File: config.mk
export PLATFORM = sky130hd
export DESIGN_NAME = imu_accel_kalman_filter_top
export DESIGN_NICKNAME = d
export VERILOG_FILES = /design/src/design/imukf_pkg.sv /design/src/design/imukf_div.sv /design/src/design/imu_accel_kalman_filter_top.sv
export SDC_FILE = /design/constraint.sdc
export NUM_CORES = 2
export LEC_CHECK = 0
export BUFFER_PORTS_ARGS = -buffer_cell sky130_fd_sc_hd__buf_2
export CAP_MARGIN = 0
export CORE_MARGIN = 2
export CORE_UTILIZATION = 40
export CTS_CLUSTER_SIZE = 16
export DETAILED_ROUTE_END_ITERATION = 6
export HOLD_SLACK_MARGIN = 0.06
export PLACE_DENSITY_LB_ADDON = 0.25
export SETUP_SLACK_MARGIN = 0.2
export SKIP_LAST_GASP = 1
export SLEW_MARGIN = 20
export SYNTH_ARGS = -nofsm -noshare
export SYNTH_HDL_FRONTEND = slang
export SYNTH_SLANG_ARGS = --single-unit
export TNS_END_PERCENT = 100
File: constraint.sdc
create_clock -name clk_i -period 7.7 [get_ports clk_i]
set_input_delay 0.385 -clock clk_i [delete_from_list [all_inputs] [get_ports clk_i]]
set_output_delay 0.385 -clock clk_i [all_outputs]
set_load 0.02 [all_outputs]
File: src/design/imukf_pkg.sv
// Package for the accelerometer Kalman filter: widths, register indexes and
// reset constants shared by the top level and the serial divider.
// No dependencies.
`timescale 1ns / 1ps

package imukf_pkg;

  // Field and arithmetic widths
  localparam int unsigned AXIS_W  = 16;  // one accelerometer axis
  localparam int unsigned DIFF_W  = 17;  // z - prev
  localparam int unsigned COV_W   = 24;  // Q8.16 covariance and noise terms
  localparam int unsigned DEN_W   = 25;  // Pp + R
  localparam int unsigned REM_W   = 26;  // divider partial remainder
  localparam int unsigned GAIN_W  = 17;  // Q1.16 gain, 0 .. 1.0
  localparam int unsigned PROD_W  = 34;  // gain * diff, signed
  localparam int unsigned CPROD_W = 41;  // (1 - gain) * Pp, unsigned
  localparam int unsigned DATA_W  = 48;  // three packed axes
  localparam int unsigned IDX_W   = 2;   // configuration register index
  localparam int unsigned CNT_W   = 5;   // serial step counter

  // One quotient or multiplier bit per cycle
  localparam logic [CNT_W-1:0] SERIAL_STEPS = 5'd17;

  localparam logic [GAIN_W-1:0] FRAC_ONE = 17'h10000;
  localparam logic [COV_W-1:0]  COV_MAX  = 24'hFFFFFF;

  // Register reset values
  localparam logic [COV_W-1:0] Q_RESET   = 24'd1966;
  localparam logic [COV_W-1:0] R_RESET   = 24'd239206;
  localparam logic [COV_W-1:0] COV_RESET = 24'd65536;

  // Register indexes
  localparam logic [IDX_W-1:0] REG_PROCESS_NOISE     = 2'd0;
  localparam logic [IDX_W-1:0] REG_MEASUREMENT_NOISE = 2'd1;

  typedef logic signed [AXIS_W-1:0] axis_t;
  typedef logic signed [PROD_W-1:0] prod_t;

endpackage

File: src/design/imukf_div.sv
// Radix-2 restoring divider for the Kalman gain: quo = floor(num * 2^16 / den)
// for num <= den, one quotient bit per cycle. Depends on imukf_pkg.
`timescale 1ns / 1ps

module imukf_div (
  input  logic                          clk_i,
  input  logic                          rst_ni,
  input  logic                          start_i,
  input  logic [imukf_pkg::COV_W-1:0]   num_i,
  input  logic [imukf_pkg::DEN_W-1:0]   den_i,
  output logic                          last_o,   // final quotient bit this cycle
  output logic [imukf_pkg::GAIN_W-1:0]  quo_o
);

  logic [imukf_pkg::REM_W-1:0]  rem_q, rem_d;
  logic [imukf_pkg::DEN_W-1:0]  den_q;
  logic [imukf_pkg::GAIN_W-1:0] quo_q, quo_d;
  logic [imukf_pkg::CNT_W-1:0]  cnt_q, cnt_d;
  logic [imukf_pkg::REM_W-1:0]  den_ext;
  logic [imukf_pkg::REM_W-1:0]  diff;
  logic                         ge;

  // One compare and subtract step
  assign den_ext = {{(imukf_pkg::REM_W-imukf_pkg::DEN_W){1'b0}}, den_q};
  assign ge      = (rem_q >= den_ext);
  assign diff    = ge ? (rem_q - den_ext) : rem_q;

  always_comb begin
    rem_d = rem_q;
    quo_d = quo_q;
    cnt_d = cnt_q;
    if (start_i) begin
      rem_d = {{(imukf_pkg::REM_W-imukf_pkg::COV_W){1'b0}}, num_i};
      quo_d = '0;
      cnt_d = imukf_pkg::SERIAL_STEPS;
    end else if (cnt_q != '0) begin
      rem_d = {diff[imukf_pkg::REM_W-2:0], 1'b0};
      quo_d = {quo_q[imukf_pkg::GAIN_W-2:0], ge};
      cnt_d = cnt_q - 1'b1;
    end
  end

  // Counter is control; datapath registers need no reset
  always_ff @(posedge clk_i or negedge rst_ni) begin
    if (!rst_ni) begin
      cnt_q <= '0;
    end else begin
      cnt_q <= cnt_d;
    end
  end

  always_ff @(posedge clk_i) begin
    rem_q <= rem_d;
    quo_q <= quo_d;
    if (start_i) begin
      den_q <= den_i;
    end
  end

  assign last_o = (cnt_q == 5'd1);
  assign quo_o  = quo_q;

endmodule

File: src/design/imu_accel_kalman_filter_top.sv
// Channel      | Dir | Handshake              | Payload
// s_axis       | in  | s_axis_tvalid/tready   | tdata: accel_x, accel_y, accel_z
// m_axis       | out | m_axis_tvalid/tready   | tdata: filtered_x, filtered_y, filtered_z
// cfg          | in  | cfg_we_i               | cfg_idx_i, cfg_data_i (Q, R)
//
// A filtering transaction runs the bit-serial gain division (DIV), loads the
// multipliers (MSET), forms the bit-serial products (MUL), then rounds, saturates
// and registers the result (FIN). A new sample is taken only back in IDLE, once the
// previous one has left FIN. The first sample after reset goes straight to FIN.
// Reset restores Q, R, covariance 1.0 and the first-sample flag. A stalled result
// stays in the output register; the next sample waits in FIN.
//
// Depends on imukf_pkg and imukf_div.
`timescale 1ns / 1ps

module imu_accel_kalman_filter_top (
  input  logic                           clk_i,
  input  logic                           rst_ni,
  // Input stream
  input  logic                           s_axis_tvalid,
  output logic                           s_axis_tready,
  input  logic [imukf_pkg::DATA_W-1:0]   s_axis_tdata,   // accel_x, accel_y, accel_z
  // Output stream
  output logic                           m_axis_tvalid,
  input  logic                           m_axis_tready,
  output logic [imukf_pkg::DATA_W-1:0]   m_axis_tdata,   // filtered_x, filtered_y, filtered_z
  // Configuration writes
  input  logic                           cfg_we_i,
  input  logic [imukf_pkg::IDX_W-1:0]    cfg_idx_i,
  input  logic [imukf_pkg::COV_W-1:0]    cfg_data_i
);

  localparam logic [2:0] ST_IDLE = 3'd0;
  localparam logic [2:0] ST_DIV  = 3'd1;
  localparam logic [2:0] ST_MSET = 3'd2;
  localparam logic [2:0] ST_MUL  = 3'd3;
  localparam logic [2:0] ST_FIN  = 3'd4;

  localparam int unsigned NAX = 3;

  logic [2:0] state_q, state_d;

  // Configuration and filter state
  logic [imukf_pkg::COV_W-1:0] q_noise_q, r_noise_q, cov_q;
  logic                        have_prev_q, first_q;
  imukf_pkg::axis_t            prev_q [NAX];
  imukf_pkg::axis_t            z_q    [NAX];
  imukf_pkg::axis_t            z_in   [NAX];

  // Serial multiplier datapath
  logic [imukf_pkg::GAIN_W-1:0]  mplr_g_q, mplr_c_q;
  imukf_pkg::prod_t              mcand_q [NAX];
  imukf_pkg::prod_t              acc_q   [NAX];
  logic [imukf_pkg::CPROD_W-1:0] mcand_p_q, acc_p_q;
  logic [imukf_pkg::CNT_W-1:0]   cnt_q;
  logic [imukf_pkg::COV_W-1:0]   pp_q;
  logic                          den_zero_q;

  logic [imukf_pkg::AXIS_W-1:0]  out_q [NAX];
  logic                          out_valid_q;

  logic                          s_acc, out_free, fin_go;
  logic [imukf_pkg::DEN_W-1:0]   pp_sum, den;
  logic [imukf_pkg::COV_W-1:0]   pp;
  logic                          div_last;
  logic [imukf_pkg::GAIN_W-1:0]  div_quo, gain;
  logic [imukf_pkg::AXIS_W-1:0]  res [NAX];

  assign s_axis_tready = (state_q == ST_IDLE);
  assign s_acc         = s_axis_tvalid && s_axis_tready;
  assign out_free      = !out_valid_q || m_axis_tready;
  assign fin_go        = (state_q == ST_FIN) && out_free;

  // Unpack the input sample
  always_comb begin
    for (int k = 0; k < NAX; k++) begin
      z_in[k] = s_axis_tdata[k*imukf_pkg::AXIS_W +: imukf_pkg::AXIS_W];
    end
  end

  // Predicted covariance, saturated, and the gain denominator
  assign pp_sum = {1'b0, cov_q} + {1'b0, q_noise_q};
  assign pp     = pp_sum[imukf_pkg::COV_W] ? imukf_pkg::COV_MAX
                                           : pp_sum[imukf_pkg::COV_W-1:0];
  assign den    = {1'b0, pp} + {1'b0, r_noise_q};

  imukf_div u_div (
    .clk_i   (clk_i),
    .rst_ni  (rst_ni),
    .start_i (s_acc && have_prev_q),
    .num_i   (pp),
    .den_i   (den),
    .last_o  (div_last),
    .quo_o   (div_quo)
  );

  assign gain = den_zero_q ? '0 : div_quo;

  // Sequencer
  always_comb begin
    state_d = state_q;
    case (state_q)
      ST_IDLE: if (s_acc) state_d = have_prev_q ? ST_DIV : ST_FIN;
      ST_DIV:  if (div_last) state_d = ST_MSET;
      ST_MSET: state_d = ST_MUL;
      ST_MUL:  if (cnt_q == 5'd1) state_d = ST_FIN;
      ST_FIN:  if (out_free) state_d = ST_IDLE;
      default: state_d = ST_IDLE;
    endcase
  end

  // Control state
  always_ff @(posedge clk_i or negedge rst_ni) begin
    if (!rst_ni) begin
      state_q     <= ST_IDLE;
      q_noise_q   <= imukf_pkg::Q_RESET;
      r_noise_q   <= imukf_pkg::R_RESET;
      cov_q       <= imukf_pkg::COV_RESET;
      have_prev_q <= 1'b0;
      out_valid_q <= 1'b0;
    end else begin
      state_q <= state_d;
      if (cfg_we_i && cfg_idx_i == imukf_pkg::REG_PROCESS_NOISE) begin
        q_noise_q <= cfg_data_i;
      end
      if (cfg_we_i && cfg_idx_i == imukf_pkg::REG_MEASUREMENT_NOISE) begin
        r_noise_q <= cfg_data_i;
      end
      if (fin_go) begin
        have_prev_q <= 1'b1;
        if (!first_q) begin
          cov_q <= acc_p_q[imukf_pkg::COV_W+15:16];
        end
      end
      if (fin_go) begin
        out_valid_q <= 1'b1;
      end else if (m_axis_tready) begin
        out_valid_q <= 1'b0;
      end
    end
  end

  // Round ties up, add to the previous sample, saturate to 16 bits; the first sample passes through
  always_comb begin
    logic signed [imukf_pkg::PROD_W:0] rnd;
    logic signed [18:0]                corr;
    logic signed [19:0]                sum;
    for (int k = 0; k < NAX; k++) begin
      rnd  = {acc_q[k][imukf_pkg::PROD_W-1], acc_q[k]} + 35'sd32768;
      corr = rnd[imukf_pkg::PROD_W:16];
      sum  = {{4{prev_q[k][imukf_pkg::AXIS_W-1]}}, prev_q[k]}
             + {corr[18], corr};
      if (first_q) begin
        res[k] = z_q[k];
      end else if (sum > 20'sd32767) begin
        res[k] = 16'h7FFF;
      end else if (sum < -20'sd32768) begin
        res[k] = 16'h8000;
      end else begin
        res[k] = sum[imukf_pkg::AXIS_W-1:0];
      end
    end
  end

  // Datapath registers
  always_ff @(posedge clk_i) begin
    logic signed [imukf_pkg::DIFF_W-1:0] d;
    if (s_acc) begin
      first_q    <= !have_prev_q;
      pp_q       <= pp;
      den_zero_q <= (den == '0);
      for (int k = 0; k < NAX; k++) begin
        z_q[k] <= z_in[k];
        d = {z_in[k][imukf_pkg::AXIS_W-1], z_in[k]}
            - {prev_q[k][imukf_pkg::AXIS_W-1], prev_q[k]};
        mcand_q[k] <= {{(imukf_pkg::PROD_W-imukf_pkg::DIFF_W){d[imukf_pkg::DIFF_W-1]}}, d};
      end
    end
    // Load multipliers once the gain is known
    if (state_q == ST_MSET) begin
      mplr_g_q  <= gain;
      mplr_c_q  <= imukf_pkg::FRAC_ONE - gain;
      mcand_p_q <= {{(imukf_pkg::CPROD_W-imukf_pkg::COV_W){1'b0}}, pp_q};
      acc_p_q   <= '0;
      cnt_q     <= imukf_pkg::SERIAL_STEPS;
      for (int k = 0; k < NAX; k++) begin
        acc_q[k] <= '0;
      end
    end
    // Shift-add: one multiplier bit per cycle for all four products
    if (state_q == ST_MUL) begin
      mplr_g_q  <= mplr_g_q >> 1;
      mplr_c_q  <= mplr_c_q >> 1;
      mcand_p_q <= mcand_p_q << 1;
      cnt_q     <= cnt_q - 1'b1;
      if (mplr_c_q[0]) begin
        acc_p_q <= acc_p_q + mcand_p_q;
      end
      for (int k = 0; k < NAX; k++) begin
        mcand_q[k] <= mcand_q[k] <<< 1;
        if (mplr_g_q[0]) begin
          acc_q[k] <= acc_q[k] + mcand_q[k];
        end
      end
    end
    if (fin_go) begin
      for (int k = 0; k < NAX; k++) begin
        out_q[k]  <= res[k];
        prev_q[k] <= z_q[k];
      end
    end
  end

  assign m_axis_tvalid = out_valid_q;
  assign m_axis_tdata  = {out_q[2], out_q[1], out_q[0]};

endmodule
# Word-level counts from Yosys, hierarchy flattened
# Memories as Yosys holds them, arrays and structs flattened.
# Cells that the tools add are included.
# W data, S select, Z words.
dict set report word_totals {
  regBits 297
  latchBits 0
  ramBits 348
  mem_bits_ro 0
  input_bits 79
  word_cells 140
  n_memories 5
}
dict set report classes {
  n_addsub 19
  mul 0
  n_div 0
  n_lt_le_gt_ge 7
  n_eq_ne 11
  shifts 0
  mux 52
  bitwise_logic 7
  n_reduce_logical 17
}
# name words width read_ports rd_clocked_by_memory_dff wr line_no
set mem_list {}
lappend mem_list {acc_q 3 34 3 0 3 imu_accel_kalman_filter_top.sv:53} ;# imukf_pkg::prod_t acc_q [NAX];
lappend mem_list {mcand_q 3 34 3 0 3 imu_accel_kalman_filter_top.sv:52} ;# imukf_pkg::prod_t mcand_q [NAX];
lappend mem_list {out_q 3 16 3 0 3 imu_accel_kalman_filter_top.sv:59} ;# logic [imukf_pkg::AXIS_W-1:0] out_q [NAX];
lappend mem_list {prev_q 3 16 3 0 3 imu_accel_kalman_filter_top.sv:46} ;# imukf_pkg::axis_t prev_q [NAX];
lappend mem_list {z_q 3 16 3 0 3 imu_accel_kalman_filter_top.sv:47} ;# imukf_pkg::axis_t z_q [NAX];
# cell count
set op_table {}
lappend op_table {{$mux W16} 13}
lappend op_table {{$mux W41} 5}
lappend op_table {{$mux W34} 6}
lappend op_table {{$add A34 B17 Y35 const B} 3}
lappend op_table {{$add A34 B34 Y34} 3}
lappend op_table {{$mux W24} 3}
lappend op_table {{$add A16 B19 Y20} 3}
lappend op_table {{$gt A20 B16 Y1 const B} 3}
lappend op_table {{$lt A20 B16 Y1 const B} 3}
lappend op_table {{$sub A16 B16 Y17} 3}
lappend op_table {{$add A24 B24 Y25} 2}
lappend op_table {{$add A41 B41 Y41} 1}
lappend op_table {{$ge A26 B25 Y1} 1}
lappend op_table {{$logic_not A25 Y1} 1}
lappend op_table {{$mux W25} 1}
lappend op_table {{$sub A25 B25 Y25} 1}
lappend op_table {{$mux W5} 4}
lappend op_table {{$mux W17} 1}
lappend op_table {{$sub A17 B17 Y17 const A} 1}
lappend op_table {{$mux W3} 5}
lappend op_table {{$pmux W3 S5} 1}
lappend op_table {{$mux W1} 13}
lappend op_table {{$eq A5 B1 Y1 const B} 2}
lappend op_table {{$sub A5 B1 Y5 const B} 2}
lappend op_table {{17 further kinds} 32}

# Longest topological paths before layout
# An unclocked memory read counts as a cell.
dict set report logic_depth {
  ltp_word 7
  ltp_mapped 26
  depth_no_buf 25
}

# Hierarchy
# From an unflattened synthesis, not the netlist that was laid out.
dict set report unflattened {
  cells_unflattened 3977
  area_unflattened_um2 40482.6
}
# module n_inst cells_each area_per_inst_um2 seq_area_each_um2
set modules_own_cells {}
lappend modules_own_cells {imu_accel_kalman_filter_top 1 3531 36172.2 16324.4}
lappend modules_own_cells {imukf_div 1 446 4310.4 1976.9}

# Least setup slack after synthesis
# No wires, ideal clock.
dict set report synth_path {
  path_type {reg2reg}
  startpoint {register state_q[1]}
  endpoint {memory mcand_q[0][0] (netlist name), enable pin}
  setup_ps 477
  arrival_ps 5544
  required_ps 7223
  slack_ps 1679
  path_stages_with_launch 5
  path_buffers 1
  cell_sequence {dfrtp_1 -> clkbuf_1 -> nor3_1 -> and2_1 -> nand2b_1}
}
# item line_no
set synth_lines {}
lappend synth_lines {{start: declaration} imu_accel_kalman_filter_top.sv:41} ;# logic [2:0] state_q, state_d;
lappend synth_lines {{start signal: assignment} imu_accel_kalman_filter_top.sv:122} ;# state_q <= state_d;
lappend synth_lines {{end: declaration} imu_accel_kalman_filter_top.sv:52}

# Worst setup path in the final report
dict set report layout_path {
  startpoint {register q_noise_q[0] (netlist name)}
  endpoint {register den_zero_q, data pin}
}
dict set report layout_between {
  elab_chain_cells 4
}
# item line_no
set layout_rtl {}
lappend layout_rtl {{start: declaration} imu_accel_kalman_filter_top.sv:44} ;# logic [imukf_pkg::COV_W-1:0] q_noise_q, r_noise_q, cov_q;
lappend layout_rtl {{start signal: assignment} imu_accel_kalman_filter_top.sv:116} ;# q_noise_q <= imukf_pkg::Q_RESET;
lappend layout_rtl {{start signal: assignment} imu_accel_kalman_filter_top.sv:124} ;# q_noise_q <= cfg_data_i;
lappend layout_rtl {{$add A24 B24 Y25} imu_accel_kalman_filter_top.sv:82} ;# assign pp_sum = {1'b0, cov_q} + {1'b0, q_noise_q};
lappend layout_rtl {{$mux W24} imu_accel_kalman_filter_top.sv:83} ;# assign pp = pp_sum[imukf_pkg::COV_W] ? imukf_pkg::COV_MAX
lappend layout_rtl {{net pp, one bit} imu_accel_kalman_filter_top.sv:64} ;# logic [imukf_pkg::COV_W-1:0] pp;
lappend layout_rtl {{$add A24 B24 Y25} imu_accel_kalman_filter_top.sv:85} ;# assign den = {1'b0, pp} + {1'b0, r_noise_q};
lappend layout_rtl {{net den, one bit} imu_accel_kalman_filter_top.sv:63} ;# logic [imukf_pkg::DEN_W-1:0] pp_sum, den;
lappend layout_rtl {{$logic_not A25 Y1} imu_accel_kalman_filter_top.sv:171} ;# den_zero_q <= (den == '0);
lappend layout_rtl {{end signal: assignment} imu_accel_kalman_filter_top.sv:171}
lappend layout_rtl {{end: declaration} imu_accel_kalman_filter_top.sv:57} ;# logic den_zero_q;
# The timed path passes the listed nets, and every way through them passes these cells.
# A chain may end at the register's enable or synchronous reset.

==> qor.txt <==
======================================================================================
Initial detailed-routing violation count                                          2022
Final setup violation count                                                          0
GP Congestion                                                                   0.8787
Die Span X                                                                    319.1 um
RSZ-0062 raised after global routing                                                no
Final setup slack of the worst path                                            1122 ps
Root Buffer                                                                  clkbuf_16
Largest net degree at the start of global routing                                   67
H-tree levels                                                                        3
Routed met1 length                                                            45840 um
Port-buffer cells                                                                  128
Post-synthesis sequential area ratio                                            46.09%
Number of distinct standard cells referenced by the synthesized netlist             82
Final critical delay including setup and external delays                       6578 ps
Total Neg Setup Slack                                                             0 ps
Highest-count cells in the layout ignoring fill and taps                  edfxtp_1, nor2_1, nand2_1
Cell Pwr Density                                                          182.2 mW/mm^2
Clk pin slew, worst setup/hold paths                                             60 ps
Async set or reset register ratio after synthesis                               12.75%
Site row count                                                                     115
Mapped Nets                                                                       4302
Layout cells sized above 1                                                      10.35%
Synthesis warning total                                                              0
Number of nets at the end of the flow                                             4505
Total GRT Usage                                                                 18.49%
Top layer in use                                                                  met4
Half-perimeter wire length of the detailed placement result                   68140 um
Cell leakage power                                                          0.01871 uW
Post-Route Utilization                                                          45.80%
Hold slack final                                                              157.8 ps
Grt total ovfl                                                                       0
Core area                                                                 0.09842 mm^2
Detail-routed via count per cell                                                 5.348
Fraction of power consumed by combinational cells                                 8.9%
CP Capture Type                                                               register
Pre-CTS worst setup slack                                                      1153 ps
Vertical die dimension                                                        319.1 um
Maximum clock insertion buffer count                                                 3
Cell count after synthesis                                                        3885
Max transition margin                                                           17.93%
Via count                                                                        29092
Largest fanout on the critical path                                                  9
Antenna Nets Post-Route                                                              0
Yosys top cell area share                                                       37.74%
Period utilization                                                              85.43%
Area of the die                                                            0.1018 mm^2
#FFs+latches synth                                                                 643
Internal Pwr Total                                                             6220 uW
CTS sink cnt                                                                       643
Worst Hold Class                                                          input pin to register
Met3 wirelength from detailed routing                                          3511 um
Hold violation total from the final report                                           0
Number of iterations in the first detailed-routing pass                              7
Post-CTS setup buffers                                                               0
Met2 Routed Length                                                            42190 um
Residual DRC                                                                         0
Area leader, netlist                                                          edfxtp_1
Number of diodes added for antenna fixing                                            0
Number of top-level design ports                                                   129
Net load switching power                                                       1995 uW
Synthesis-to-layout area growth                                                 13.53%
Fill cell instance count of the final layout                                      9292
Total wire length                                                             94330 um
Number of synthesized flops with an enable pin                                     499
Crit Path Class                                                           register to register
Later-pin clock latency in the skew report                                      650 ps
CTS tree                                                                           yes
Antenna violations before repair                                                     2
Type of element launching the critical path                                   register
Portion of total power attributed to the clock network                           44.1%
Dominant register cell in the synthesized netlist                             edfxtp_1
Maximum capacitance violations                                                       0
Fmax                                                                        0.1520 GHz
Req. time, crit path                                                           8210 ps
Number of global-route vias before repair                                        28814
Clock Skew                                                                    45.14 ps
Mapped Area                                                               0.03970 mm^2
Post-Syn Area per Cell                                                      10.22 um^2
Worst supply voltage drop on vdd                                           0.0001816 V
Area contributors post-synth                                              edfxtp_1, ha_1, xnor2_1
Switching Fraction                                                              24.28%
Source of the critical timing path                                        q_noise_q[0]$_DFFE_PN0P_
Outcome                                                                   finished, final reports clean
Total clock buffers created by CTS                                                  77
Crit path arrival time                                                         7090 ps
Most frequent standard cell in the layout excluding fill and tap cells        edfxtp_1
Starting Density                                                                40.34%
Fin. max-slew vios                                                                   0
Wire length of the first global-routing pass                                 153100 um
Startpoint of the lowest-slack register-to-register path                  q_noise_q[0]$_DFFE_PN0P_
Part of the total power dissipated in sequential elements                        47.0%
Beginning of the worst hold path                                          s_axis_tvalid
Worst Tran Pin Value                                                           1200 ps
WL per Instance                                                               17.34 um
======================================================================================
==> critical path: stages, from the launching register on <==
cell and delay [ps]:
dfrtp_1 380, ha_1 240, fa_1 410, a21o_1 210, a21boi_0 320, o211ai_1 190
a311oi_1 470, nor3_1 130, nor2_1 220, o31a_1 240, o21ai_1 280, nor2_1 340
inv_1 100, ha_1 290, a21o_1 190, a21oi_2 190, o21ai_0 100, o211a_1 180
a21o_1 200, nor3b_1 230, xnor2_1 120, or4_1 530, or4_1 490, nor4_1 200
and4b_1 220
==> routing by layer <==
metal	global-route usage, %	vias to the layer above
li1	-	14669
met1	25.69	13783
met5	0	-
met2	29.84	503
met4	5.901	0
met3	2.508	137
==> power by group through the flow <==
| stage | clock network [uW] | registers [uW] | logic, uW |
|---|---|---|---|
| 2_1_floorplan | 0 | 3910 | 527 |
| 3_3_place_gp | 0 | 3930 | 681 |
| 3_5_place_dp | 0 | 3930 | 693 |
| 4_1_cts | 3720 | 3860 | 731 |
| 5_1_grt | 3850 | 3860 | 819 |
| 6_report | 3620 | 3860 | 734 |
==> cell usage after synthesis, types with 22 or more instances <==
master,count
a211oi_1,23
a21o_1,117
a21oi_1,288
a221o_1,30
a31oi_1,34
and2_1,23
and3_1,49
clkbuf_1,93
dfrtp_1,63
dfxtp_1,62
edfxtp_1,499
ha_1,325
inv_1,176
mux2_2,75
mux2i_1,44
nand2_1,359
nand2b_1,66
nand3_1,91
nand4_1,22
nor2_1,365
nor2b_1,66
nor3_1,79
o21a_1,62
o21ai_0,199
o21bai_1,29
o31ai_1,27
or2_2,25
xnor2_1,191
xor2_1,115
==> repair_timing <==
action,4_1_cts,5_1_grt
hold endpoints to repair,130,0
hold buffers,73,0
gates resized for setup,0,0
==> metrics by stage <==
stage,std cells,total power [uW],cell area (um^2)
2_1_floorplan,3885,4433,39700
3_3_place_gp,5223,4608,41830
3_5_place_dp,5223,4623,41830
4_1_cts,5440,8307,45070
5_1_grt,5440,8530,45070
6_report,5440,8214,45070
==> flip-flops by register name (all words and copies together) (netlist names), 24 cells and up <==
register     cells
pp_q            24
out_q           48
cov_q           24
mcand_q        102
prev_q          48
u_div.rem_q     26
acc_q          102
mcand_p_q       40
acc_p_q         40
u_div.den_q     25
z_q             48
r_noise_q       24
q_noise_q       24
==> worst paths after layout <==
check,cells after the start,endpoint,slack (ps)
hold reg to reg,2,u_div.quo_o[16]$_SDFFE_PP0P_,440
setup reg to reg,24,den_zero_q$_DFFE_PP_,1120
setup / recovery,24,den_zero_q$_DFFE_PP_,1120
max in group asynchronous,3,state_q[0]$_DFFE_PN0P_,6430
hold / removal,5,state_q[2]$_DFFE_PN0P_,160
min in group asynchronous,2,r_noise_q[8]$_DFFE_PN0P_,250
==> area by class of cell <==
cell class	instances	area [um^2]	area share, %
multi-input cells	2961	20400	45.25
flip-flops and latches	643	18300	40.61
clock buffers	98	2036	4.516
well taps	1287	1610	3.573
repair buffers	229	1584	3.514
inverters	176	664.4	1.474
clock inverters	46	479.2	1.063
==> logic make-up after synthesis <==
kind of cell	Yosys count	synth area share, %
and+or+nand+nor	1227	14.45
AOI/OAI and AO/OA	971	15.88
DFF	643	46.09
adders and majority gates	338	10.90
xor gates and xnor gates	306	6.750
buffers and inverters	281	2.688
muxes	119	3.236
No activity file was read; power rests on OpenSTA's default activity.
